**src/hdl/rbq_pkg.sv**
```systemverilog
// Shared types and constants for the reset button qualifier.
package rbq_pkg;

    // Field and register widths.
    localparam int unsigned TIME_W    = 63;
    localparam int unsigned TICK_W    = 32;
    localparam int unsigned MIN_W     = 5;
    localparam int unsigned CFG_IDX_W = 3;
    localparam int unsigned CFG_DAT_W = 63;

    // Auto-press deadline arithmetic.
    localparam int unsigned SECONDS_PER_MINUTE = 60;
    localparam int unsigned SEC_W  = 11;
    localparam int unsigned PROD_W = SEC_W + TICK_W;
    localparam int unsigned FIRE_W = TIME_W + 1;

    // Divider sizing: one quotient bit per step.
    localparam int unsigned DIV_STEPS = TIME_W;
    localparam int unsigned DIV_CNT_W = 6;

    // Request kinds carried on tuser.
    localparam logic REQ_POLL      = 1'b0;
    localparam logic REQ_INTERRUPT = 1'b1;

    // Configuration register indexes.
    localparam logic [CFG_IDX_W-1:0] REG_PRESS_QUALIFY = 3'd0;
    localparam logic [CFG_IDX_W-1:0] REG_RELEASE_HOLD  = 3'd1;
    localparam logic [CFG_IDX_W-1:0] REG_TICKS_PER_SEC = 3'd2;
    localparam logic [CFG_IDX_W-1:0] REG_START_TIME    = 3'd3;
    localparam logic [CFG_IDX_W-1:0] REG_AUTO_MINUTES  = 3'd4;

    // Configuration reset values.
    localparam logic [TICK_W-1:0] PRESS_QUALIFY_RST = 32'd4050;
    localparam logic [TICK_W-1:0] RELEASE_HOLD_RST  = 32'd1620000;
    localparam logic [TICK_W-1:0] TICKS_PER_SEC_RST = 32'd40500000;

    // One accepted request as seen by the qualifier.
    typedef struct packed {
        logic              req_type;
        logic [TIME_W-1:0] now;
        logic              button_released;
    } rbq_item_t;

    // Divider start request.
    typedef struct packed {
        logic              start;
        logic [TIME_W-1:0] dividend;
        logic [TICK_W-1:0] divisor;
    } rbq_div_req_t;

    // Divider status and result.
    typedef struct packed {
        logic              busy;
        logic              done;
        logic [TIME_W-1:0] quotient;
    } rbq_div_rsp_t;

endpackage

```
**src/hdl/reset_button_qualifier.sv**
```systemverilog
// Reset button qualifier top level: configuration, sequencer and result register.
//
// Each request returns one result. An interrupt, or a poll with auto-press
// disabled, goes from acceptance straight to the finish state and from there
// into the result register. A poll with auto-press enabled passes through the
// multiply, add and compare states before the finish state when its deadline
// has not passed, and also through the divide state when it has, where the
// 63-step bit-serial divider divides the elapsed time by the tick rate.
// The block takes no new request until the current one has been placed in the
// result register; the result register itself lets a new request in while an
// earlier result waits, and a finished request waits for that earlier result
// to be taken.
module reset_button_qualifier (
    input  logic                              clk,
    input  logic                              rst_n,
    // Request channel. tdata: now [62:0], button_released [63].
    input  logic                              s_tvalid,
    output logic                              s_tready,
    input  logic [63:0]                       s_tdata,
    // tuser: req_type (0 poll, 1 interrupt).
    input  logic                              s_tuser,
    // Result channel. tdata: button_state [0], zero fill [7:1].
    output logic                              m_tvalid,
    input  logic                              m_tready,
    output logic [7:0]                        m_tdata,
    // Configuration write port.
    input  logic                              cfg_we,
    input  logic [rbq_pkg::CFG_IDX_W-1:0]     cfg_addr,
    input  logic [rbq_pkg::CFG_DAT_W-1:0]     cfg_wdata
);
    import rbq_pkg::*;

    typedef enum logic [2:0] {
        ST_IDLE,
        ST_MUL,
        ST_ADD,
        ST_CMP,
        ST_DIV,
        ST_FINISH
    } state_t;

    state_t state_reg;

    logic [TICK_W-1:0] press_qualify_reg;
    logic [TICK_W-1:0] release_hold_reg;
    logic [TICK_W-1:0] ticks_per_sec_reg;
    logic [TIME_W-1:0] start_time_reg;
    logic [MIN_W-1:0]  auto_minutes_reg;

    logic [TIME_W-1:0] now_reg;
    logic              st_reg;
    logic [PROD_W-1:0] prod_reg;
    logic [FIRE_W-1:0] fire_reg;
    logic              m_tvalid_reg;
    logic              out_state_reg;

    rbq_item_t    item;
    rbq_div_req_t div_req;
    rbq_div_rsp_t div_rsp;
    logic         s_accept;
    logic         qual_state;
    logic [TICK_W-1:0] tick_rate;
    logic [SEC_W-1:0]  fire_seconds;
    logic [FIRE_W:0]   elapsed;
    logic              deadline_passed;
    logic              result_load;

    assign item.req_type        = s_tuser;
    assign item.now             = s_tdata[TIME_W-1:0];
    assign item.button_released = s_tdata[TIME_W];

    assign s_tready = (state_reg == ST_IDLE);
    assign s_accept = s_tvalid && s_tready;

    // A zero tick rate counts as one.
    assign tick_rate    = (ticks_per_sec_reg == '0) ? TICK_W'(1) : ticks_per_sec_reg;
    assign fire_seconds = SEC_W'(auto_minutes_reg) * SEC_W'(SECONDS_PER_MINUTE);

    // Time past the deadline; it fires only when strictly positive.
    assign elapsed         = {2'b00, now_reg} - {1'b0, fire_reg};
    assign deadline_passed = !elapsed[FIRE_W] && (elapsed != '0);

    assign div_req.start    = (state_reg == ST_CMP) && deadline_passed;
    assign div_req.dividend = elapsed[TIME_W-1:0];
    assign div_req.divisor  = tick_rate;

    // The finished answer moves into the result register once it is free.
    assign result_load = (state_reg == ST_FINISH) && (!m_tvalid_reg || m_tready);

    rbq_qualifier u_qualifier (
        .clk                 (clk),
        .rst_n               (rst_n),
        .accept              (s_accept),
        .item                (item),
        .press_qualify_ticks (press_qualify_reg),
        .release_hold_ticks  (release_hold_reg),
        .qual_state          (qual_state)
    );

    rbq_divider u_divider (
        .clk     (clk),
        .rst_n   (rst_n),
        .div_req (div_req),
        .div_rsp (div_rsp)
    );

    // Configuration registers.
    always_ff @(posedge clk or negedge rst_n)
    begin
        if (!rst_n)
        begin
            press_qualify_reg <= PRESS_QUALIFY_RST;
            release_hold_reg  <= RELEASE_HOLD_RST;
            ticks_per_sec_reg <= TICKS_PER_SEC_RST;
            start_time_reg    <= '0;
            auto_minutes_reg  <= '0;
        end
        else if (cfg_we)
        begin
            case (cfg_addr)
                REG_PRESS_QUALIFY: press_qualify_reg <= cfg_wdata[TICK_W-1:0];
                REG_RELEASE_HOLD:  release_hold_reg  <= cfg_wdata[TICK_W-1:0];
                REG_TICKS_PER_SEC: ticks_per_sec_reg <= cfg_wdata[TICK_W-1:0];
                REG_START_TIME:    start_time_reg    <= cfg_wdata[TIME_W-1:0];
                REG_AUTO_MINUTES:  auto_minutes_reg  <= cfg_wdata[MIN_W-1:0];
                default:           ;
            endcase
        end
    end

    // Sequencer and result register.
    always_ff @(posedge clk or negedge rst_n)
    begin
        if (!rst_n)
        begin
            state_reg     <= ST_IDLE;
            m_tvalid_reg  <= 1'b0;
            out_state_reg <= 1'b0;
            now_reg       <= '0;
            st_reg        <= 1'b0;
            prod_reg      <= '0;
            fire_reg      <= '0;
        end
        else
        begin
            // Load a finished answer, or clear the result once it is taken.
            if (result_load)
            begin
                m_tvalid_reg  <= 1'b1;
                out_state_reg <= st_reg;
            end
            else if (m_tready)
            begin
                m_tvalid_reg <= 1'b0;
            end
            case (state_reg)
                ST_IDLE:
                begin
                    if (s_accept)
                    begin
                        now_reg <= item.now;
                        st_reg  <= qual_state;
                        if ((item.req_type == REQ_POLL) && (auto_minutes_reg != '0))
                        begin
                            state_reg <= ST_MUL;
                        end
                        else
                        begin
                            state_reg <= ST_FINISH;
                        end
                    end
                end
                ST_MUL:
                begin
                    prod_reg  <= PROD_W'(fire_seconds) * PROD_W'(tick_rate);
                    state_reg <= ST_ADD;
                end
                ST_ADD:
                begin
                    fire_reg  <= {1'b0, start_time_reg} + FIRE_W'(prod_reg);
                    state_reg <= ST_CMP;
                end
                ST_CMP:
                begin
                    state_reg <= deadline_passed ? ST_DIV : ST_FINISH;
                end
                ST_DIV:
                begin
                    if (div_rsp.done)
                    begin
                        st_reg    <= ~div_rsp.quotient[1];
                        state_reg <= ST_FINISH;
                    end
                end
                ST_FINISH:
                begin
                    if (result_load)
                    begin
                        state_reg <= ST_IDLE;
                    end
                end
                default:
                begin
                    state_reg <= ST_IDLE;
                end
            endcase
        end
    end

    assign m_tvalid = m_tvalid_reg;
    assign m_tdata  = {7'b0, out_state_reg};

    // The divider is only started when it is free.
    a_div_start_free: assert property (@(posedge clk) disable iff (!rst_n)
        div_req.start |-> !div_rsp.busy)
        else $error("divider started while busy");

    // Interrupt requests go straight to the result stage.
    a_short_path: assert property (@(posedge clk) disable iff (!rst_n)
        (s_accept && (s_tuser == REQ_INTERRUPT)) |=> (state_reg == ST_FINISH))
        else $error("interrupt request did not go to the result stage");

    // A result only completes while the divider is not working.
    a_divider_idle_at_finish: assert property (@(posedge clk) disable iff (!rst_n)
        (state_reg == ST_FINISH) |-> !div_rsp.busy)
        else $error("result stage reached with divider still running");

    // The divider result is taken only while waiting for it.
    a_done_in_div: assert property (@(posedge clk) disable iff (!rst_n)
        div_rsp.done |-> (state_reg == ST_DIV))
        else $error("divider finished outside the divide wait");

endmodule

```
**src/hdl/rbq_divider.sv**
```systemverilog
// Restoring divider that produces one quotient bit per cycle.
module rbq_divider (
    input  logic                  clk,
    input  logic                  rst_n,
    input  rbq_pkg::rbq_div_req_t div_req,
    output rbq_pkg::rbq_div_rsp_t div_rsp
);
    import rbq_pkg::*;

    logic                 busy_reg;
    logic                 done_reg;
    logic [DIV_CNT_W-1:0] cnt_reg;
    logic [TICK_W-1:0]    rem_reg;
    logic [TIME_W-1:0]    dvd_reg;
    logic [TICK_W-1:0]    dvs_reg;
    logic [TICK_W:0]      trial;
    logic [TICK_W+1:0]    diff;
    logic                 qbit;

    // Shift the next dividend bit into the partial remainder and try a subtract.
    assign trial = {rem_reg, dvd_reg[TIME_W-1]};
    assign diff  = {1'b0, trial} - {2'b00, dvs_reg};
    assign qbit  = ~diff[TICK_W+1];

    // Step control and datapath registers.
    always_ff @(posedge clk or negedge rst_n)
    begin
        if (!rst_n)
        begin
            busy_reg <= 1'b0;
            done_reg <= 1'b0;
            cnt_reg  <= '0;
            rem_reg  <= '0;
            dvd_reg  <= '0;
            dvs_reg  <= '0;
        end
        else
        begin
            // Done pulses for one cycle after the last step.
            done_reg <= !div_req.start && busy_reg && (cnt_reg == '0);
            if (div_req.start)
            begin
                busy_reg <= 1'b1;
                cnt_reg  <= DIV_CNT_W'(DIV_STEPS - 1);
                rem_reg  <= '0;
                dvd_reg  <= div_req.dividend;
                dvs_reg  <= div_req.divisor;
            end
            else if (busy_reg)
            begin
                rem_reg <= qbit ? diff[TICK_W-1:0] : trial[TICK_W-1:0];
                dvd_reg <= {dvd_reg[TIME_W-2:0], qbit};
                if (cnt_reg == '0)
                begin
                    busy_reg <= 1'b0;
                end
                else
                begin
                    cnt_reg <= cnt_reg - 1'b1;
                end
            end
        end
    end

    assign div_rsp.busy     = busy_reg;
    assign div_rsp.done     = done_reg;
    assign div_rsp.quotient = dvd_reg;

endmodule

```
**src/hdl/rbq_qualifier.sv**
```systemverilog
// Button press qualification state and the per-request qualified answer.
module rbq_qualifier (
    input  logic                        clk,
    input  logic                        rst_n,
    input  logic                        accept,
    input  rbq_pkg::rbq_item_t          item,
    input  logic [rbq_pkg::TICK_W-1:0]  press_qualify_ticks,
    input  logic [rbq_pkg::TICK_W-1:0]  release_hold_ticks,
    output logic                        qual_state
);
    import rbq_pkg::*;

    logic              is_down_reg;
    logic              last_reported_reg;
    logic [TIME_W-1:0] release_time_reg;
    logic [TIME_W-1:0] press_time_reg;

    logic              hold_running;
    logic signed [TIME_W:0] since_press;
    logic signed [TIME_W:0] since_release;
    logic              qualified_long;
    logic              within_hold;

    // Signed time differences, so time running backwards is handled.
    assign hold_running  = (release_time_reg != '0);
    assign since_press   = $signed({1'b0, item.now}) - $signed({1'b0, press_time_reg});
    assign since_release = $signed({1'b0, item.now}) - $signed({1'b0, release_time_reg});
    assign qualified_long = $signed({{(TIME_W+1-TICK_W){1'b0}}, press_qualify_ticks})
                            < since_press;
    assign within_hold    = since_release
                            < $signed({{(TIME_W+1-TICK_W){1'b0}}, release_hold_ticks});

    // Answer for this request before any auto-press override.
    always_comb
    begin
        if (item.req_type == REQ_INTERRUPT)
        begin
            qual_state = ~item.button_released;
        end
        else if (!item.button_released)
        begin
            qual_state = is_down_reg ? (hold_running || qualified_long) : hold_running;
        end
        else if (is_down_reg)
        begin
            qual_state = last_reported_reg;
        end
        else
        begin
            qual_state = hold_running && within_hold;
        end
    end

    // State update on each accepted request.
    always_ff @(posedge clk or negedge rst_n)
    begin
        if (!rst_n)
        begin
            is_down_reg       <= 1'b0;
            last_reported_reg <= 1'b0;
            release_time_reg  <= '0;
            press_time_reg    <= '0;
        end
        else if (accept)
        begin
            if (item.req_type == REQ_INTERRUPT)
            begin
                press_time_reg <= item.now;
                if (!item.button_released)
                begin
                    is_down_reg       <= 1'b1;
                    last_reported_reg <= 1'b1;
                end
            end
            else
            begin
                last_reported_reg <= qual_state;
                if (!item.button_released)
                begin
                    if (!is_down_reg)
                    begin
                        is_down_reg    <= 1'b1;
                        press_time_reg <= item.now;
                    end
                end
                else if (is_down_reg)
                begin
                    is_down_reg      <= 1'b0;
                    release_time_reg <= qual_state ? item.now : '0;
                end
                else if (!qual_state)
                begin
                    release_time_reg <= '0;
                end
            end
        end
    end

endmodule
```
**config.mk**
```make
export PLATFORM = sky130hd
export DESIGN_NAME = reset_button_qualifier
export DESIGN_NICKNAME = d
export VERILOG_FILES = /design/src/hdl/rbq_pkg.sv /design/src/hdl/reset_button_qualifier.sv /design/src/hdl/rbq_divider.sv /design/src/hdl/rbq_qualifier.sv
export SDC_FILE = /design/constraint.sdc
export NUM_CORES = 2
export LEC_CHECK = 0
export ABC_AREA = 1
export BUFFER_PORTS_ARGS = -buffer_cell sky130_fd_sc_hd__buf_2
export CAP_MARGIN = 20
export CORE_ASPECT_RATIO = 0.8
export CORE_MARGIN = 5
export CORE_UTILIZATION = 59
export DETAILED_ROUTE_END_ITERATION = 6
export HOLD_SLACK_MARGIN = 0.05
export PLACE_DENSITY = 0.8
export SYNTH_ARGS = -nofsm -noshare
export SYNTH_HDL_FRONTEND = slang
export SYNTH_SLANG_ARGS = --single-unit
```
**constraint.sdc**
```tcl
create_clock -name clk -period 7.7 [get_ports clk]
set_input_delay 0.77 -clock clk [delete_from_list [all_inputs] [get_ports clk]]
set_output_delay 0.77 -clock clk [all_outputs]
set_load 0.05 [all_outputs]
```
==> impl_metrics.ini <==
[status]
status = complete, no violations

[routing]
drt-wirelength-per-cell_um = 20.4
drtPass1Iterations = 7
vias_per_cell = 5.67
wirelength_mm = 204
ant_nets = 0
vias = 56600
drt_iter0_markers = 6952
route.detailed.drc = 0

[global_route]
grt_pass1_wl_mm = 309
grt_max_degree = 166
grt_pass1_vias = 53000
antenna_found_initial = 18
grt_use_total_pct = 39.3
overflow = 0

[synthesis]
async_reset_ff_share_pct = 100
yosysMostFrequentCell = nand2_1
synth_area_leaders = dfrtp_1, nand2_1, inv_1, ha_1, fa_1
synth_edf_count = 0
syn-instance-count = 8531
ys_seq_elements = 601
synth_common_cells = nand2_1, inv_1, nor2_1
avgSynthCellArea_sq_um = 6.60
synth_cell_types = 55
ys_warn_count = 0
synthesis.area_sq_mm = 0.0563
yosysTopAreaCellShare_pct = 25.5
synthFlopType = dfrtp_1
ys_seq_area_share_pct = 26.8
synth.largest_area_cell = dfrtp_1

[place]
place_inst = 9835
io_buffers = 138
globalplace.congestion = 1.05
dpl.hpwl_mm = 165
place_area_sq_mm = 0.0587

[layout]
drive_gt1_share_pct = 6.78
area_delta_synth_final_pct = 10.0
seqCellArea_sq_mm = 0.0151
final_cells = 9984
largest_reg_flops = 64
final_area_sq_mm = 0.0619
layout.nets = 9442
nFillCells = 8721
multi_input_area_sq_mm = 0.0348

[critical_path]
cpMaxStageDelayCell = fa_1
worstPathRequired_ns = 8.26
crit_arrival_ns = 8.03
crit_path_end_kind = register
path_class = reg -> reg
cpPeakStageDelay_ns = 0.56
startpoint_type = register
crit_fanout = 6
crit_top_cell = nand2_1

[sta]
worstMarginPinSlew_ns = 1.05
drv_slew = 0
rsz0062_at_grt = yes
setup_tns_ns = 0
max_freq_mhz = 134
post-route-min-period_ns = 7.48
fin_hold_ws_ns = 0.0662
post-route-period-util_pct = 97.1
slew_headroom_pct = 29.9
setup_viol = 0
clock_skew_ns = 0.0221
hold_viol = 0

[cts]
clock_latency_ns = 0.68
cts_max_level = 3
clk_pin_slew_ns = 0.07
ctsRootBufferMaster = clkbuf_16
cts_tree = done
cts.sinks = 601
cts-buffers-inserted = 69
clock_path_buffers = 3

[floorplan]
start_util_pct = 59.4
rows = 101
die_w_um = 355
die_h_um = 286
design.core.area_sq_mm = 0.0948
ioPinCount = 146
dieArea_sq_mm = 0.102

[flow_run]
cap_violations = 0

[hold_path]
hold_class = in -> async
## layout make-up
type	count	area share, %
Antenna cell	11	0.0444
Clock buffer	92	3.16
Clock inverter	34	0.768
Inverter	1657	10.0
Multi-Input combinational cell	6086	56.2
Sequential cell	601	24.3
Tap cell	1236	2.50
Timing Repair Buffer	267	2.94
## worst paths after layout
check / start / to / slack [ns] / cells past startpoint
max in group asynchronous: rst_n / u_qualifier.release_time_reg[50] / 6.12 / 2
setup / recovery: auto_minutes_reg[2] / prod_reg[41] / 0.22 / 37
hold / removal: rst_n / u_divider.rem_reg[19] / 0.07 / 1
hold reg to reg: fire_reg[0] / fire_reg[0] / 0.48 / 2
setup reg to reg: auto_minutes_reg[2] / prod_reg[41] / 0.22 / 37
min in group clk: cfg_wdata[40] / start_time_reg[40] / 0.32 / 2
## layer usage
metal / global-route usage [%] / part of all wire [%] / vias up
met1: 58.7 / 44 / 26500
met4: 11.4 / 3.3 / 6
met5: 0 / 0.023 / -
met3: 12.4 / 14 / 349
li1: - / - / 26800
met2: 54.5 / 39 / 2967
## critical path, delay by kind of cell, from the launching register on
kind            cells  cell delay, ns
buf+inv             9            1.03
simple gates       17            1.70
compound gates      3            0.53
flops               1            0.38
fa+ha+maj           8            3.68
## what timing repair did
item,4_1_cts,5_1_grt
pin swaps,0,75
gates resized for setup,6,130
endpoints found under the setup margin,7,22
cloned,0,1
hold buffers,0,0
buffers inserted,0,9
hold endpoints to repair,0,0
## per-stage QoR
step | utilization, % | setup slack (ns)
after floorplan | - | 0.0438
after global placement | 61.9 | 0.0235
after detailed placement | 61.9 | -0.0617
after CTS | 64.5 | 0.00649
after global routing | 65.3 | -0.126
final | 65.4 | 0.222
## cell families (layout without fill, tap and decap cells)
kind of cell    Yosys count  in the layout  synth area share, %
flops                   601            601                 26.8
fa+ha+maj               624            624                 16.8
other cells               1             18              0.00666
mux                      20             20                0.400
xor+xnor                186            186                 2.89
buf+inv                1850           2050                 12.7
compound gates         1073           1073                 10.2
simple gates           4176           4176                 30.2
## layout by cell type, fill, tap and decap left out, types with 28 or more instances in the layout
| cell | synthesis | routed |
|---|---|---|
| clkbuf_16 | 0 | 71 |
| nand2_1 | 2640 | 2628 |
| xnor2_1 | 74 | 74 |
| a31oi_1 | 42 | 41 |
| o21ai_0 | 504 | 492 |
| o21bai_1 | 30 | 29 |
| ha_1 | 401 | 375 |
| nor4_1 | 42 | 40 |
| xor2_1 | 112 | 112 |
| nor3_1 | 68 | 66 |
| a21oi_1 | 378 | 350 |
| nand4_1 | 50 | 50 |
| or2_2 | 37 | 35 |
| buf_4 | 8 | 115 |
| nand3b_1 | 49 | 49 |
| nor2_1 | 738 | 733 |
| buf_2 | 23 | 137 |
| dfstp_2 | 28 | 28 |
| o21ai_1 | 29 | 35 |
| fa_1 | 223 | 212 |
| inv_1 | 1648 | 1644 |
| nand3_1 | 535 | 534 |
| dfrtp_1 | 573 | 572 |
Power is not shown: default switching activity piles up to over one toggle a cycle in this logic, so the estimate is an artifact.
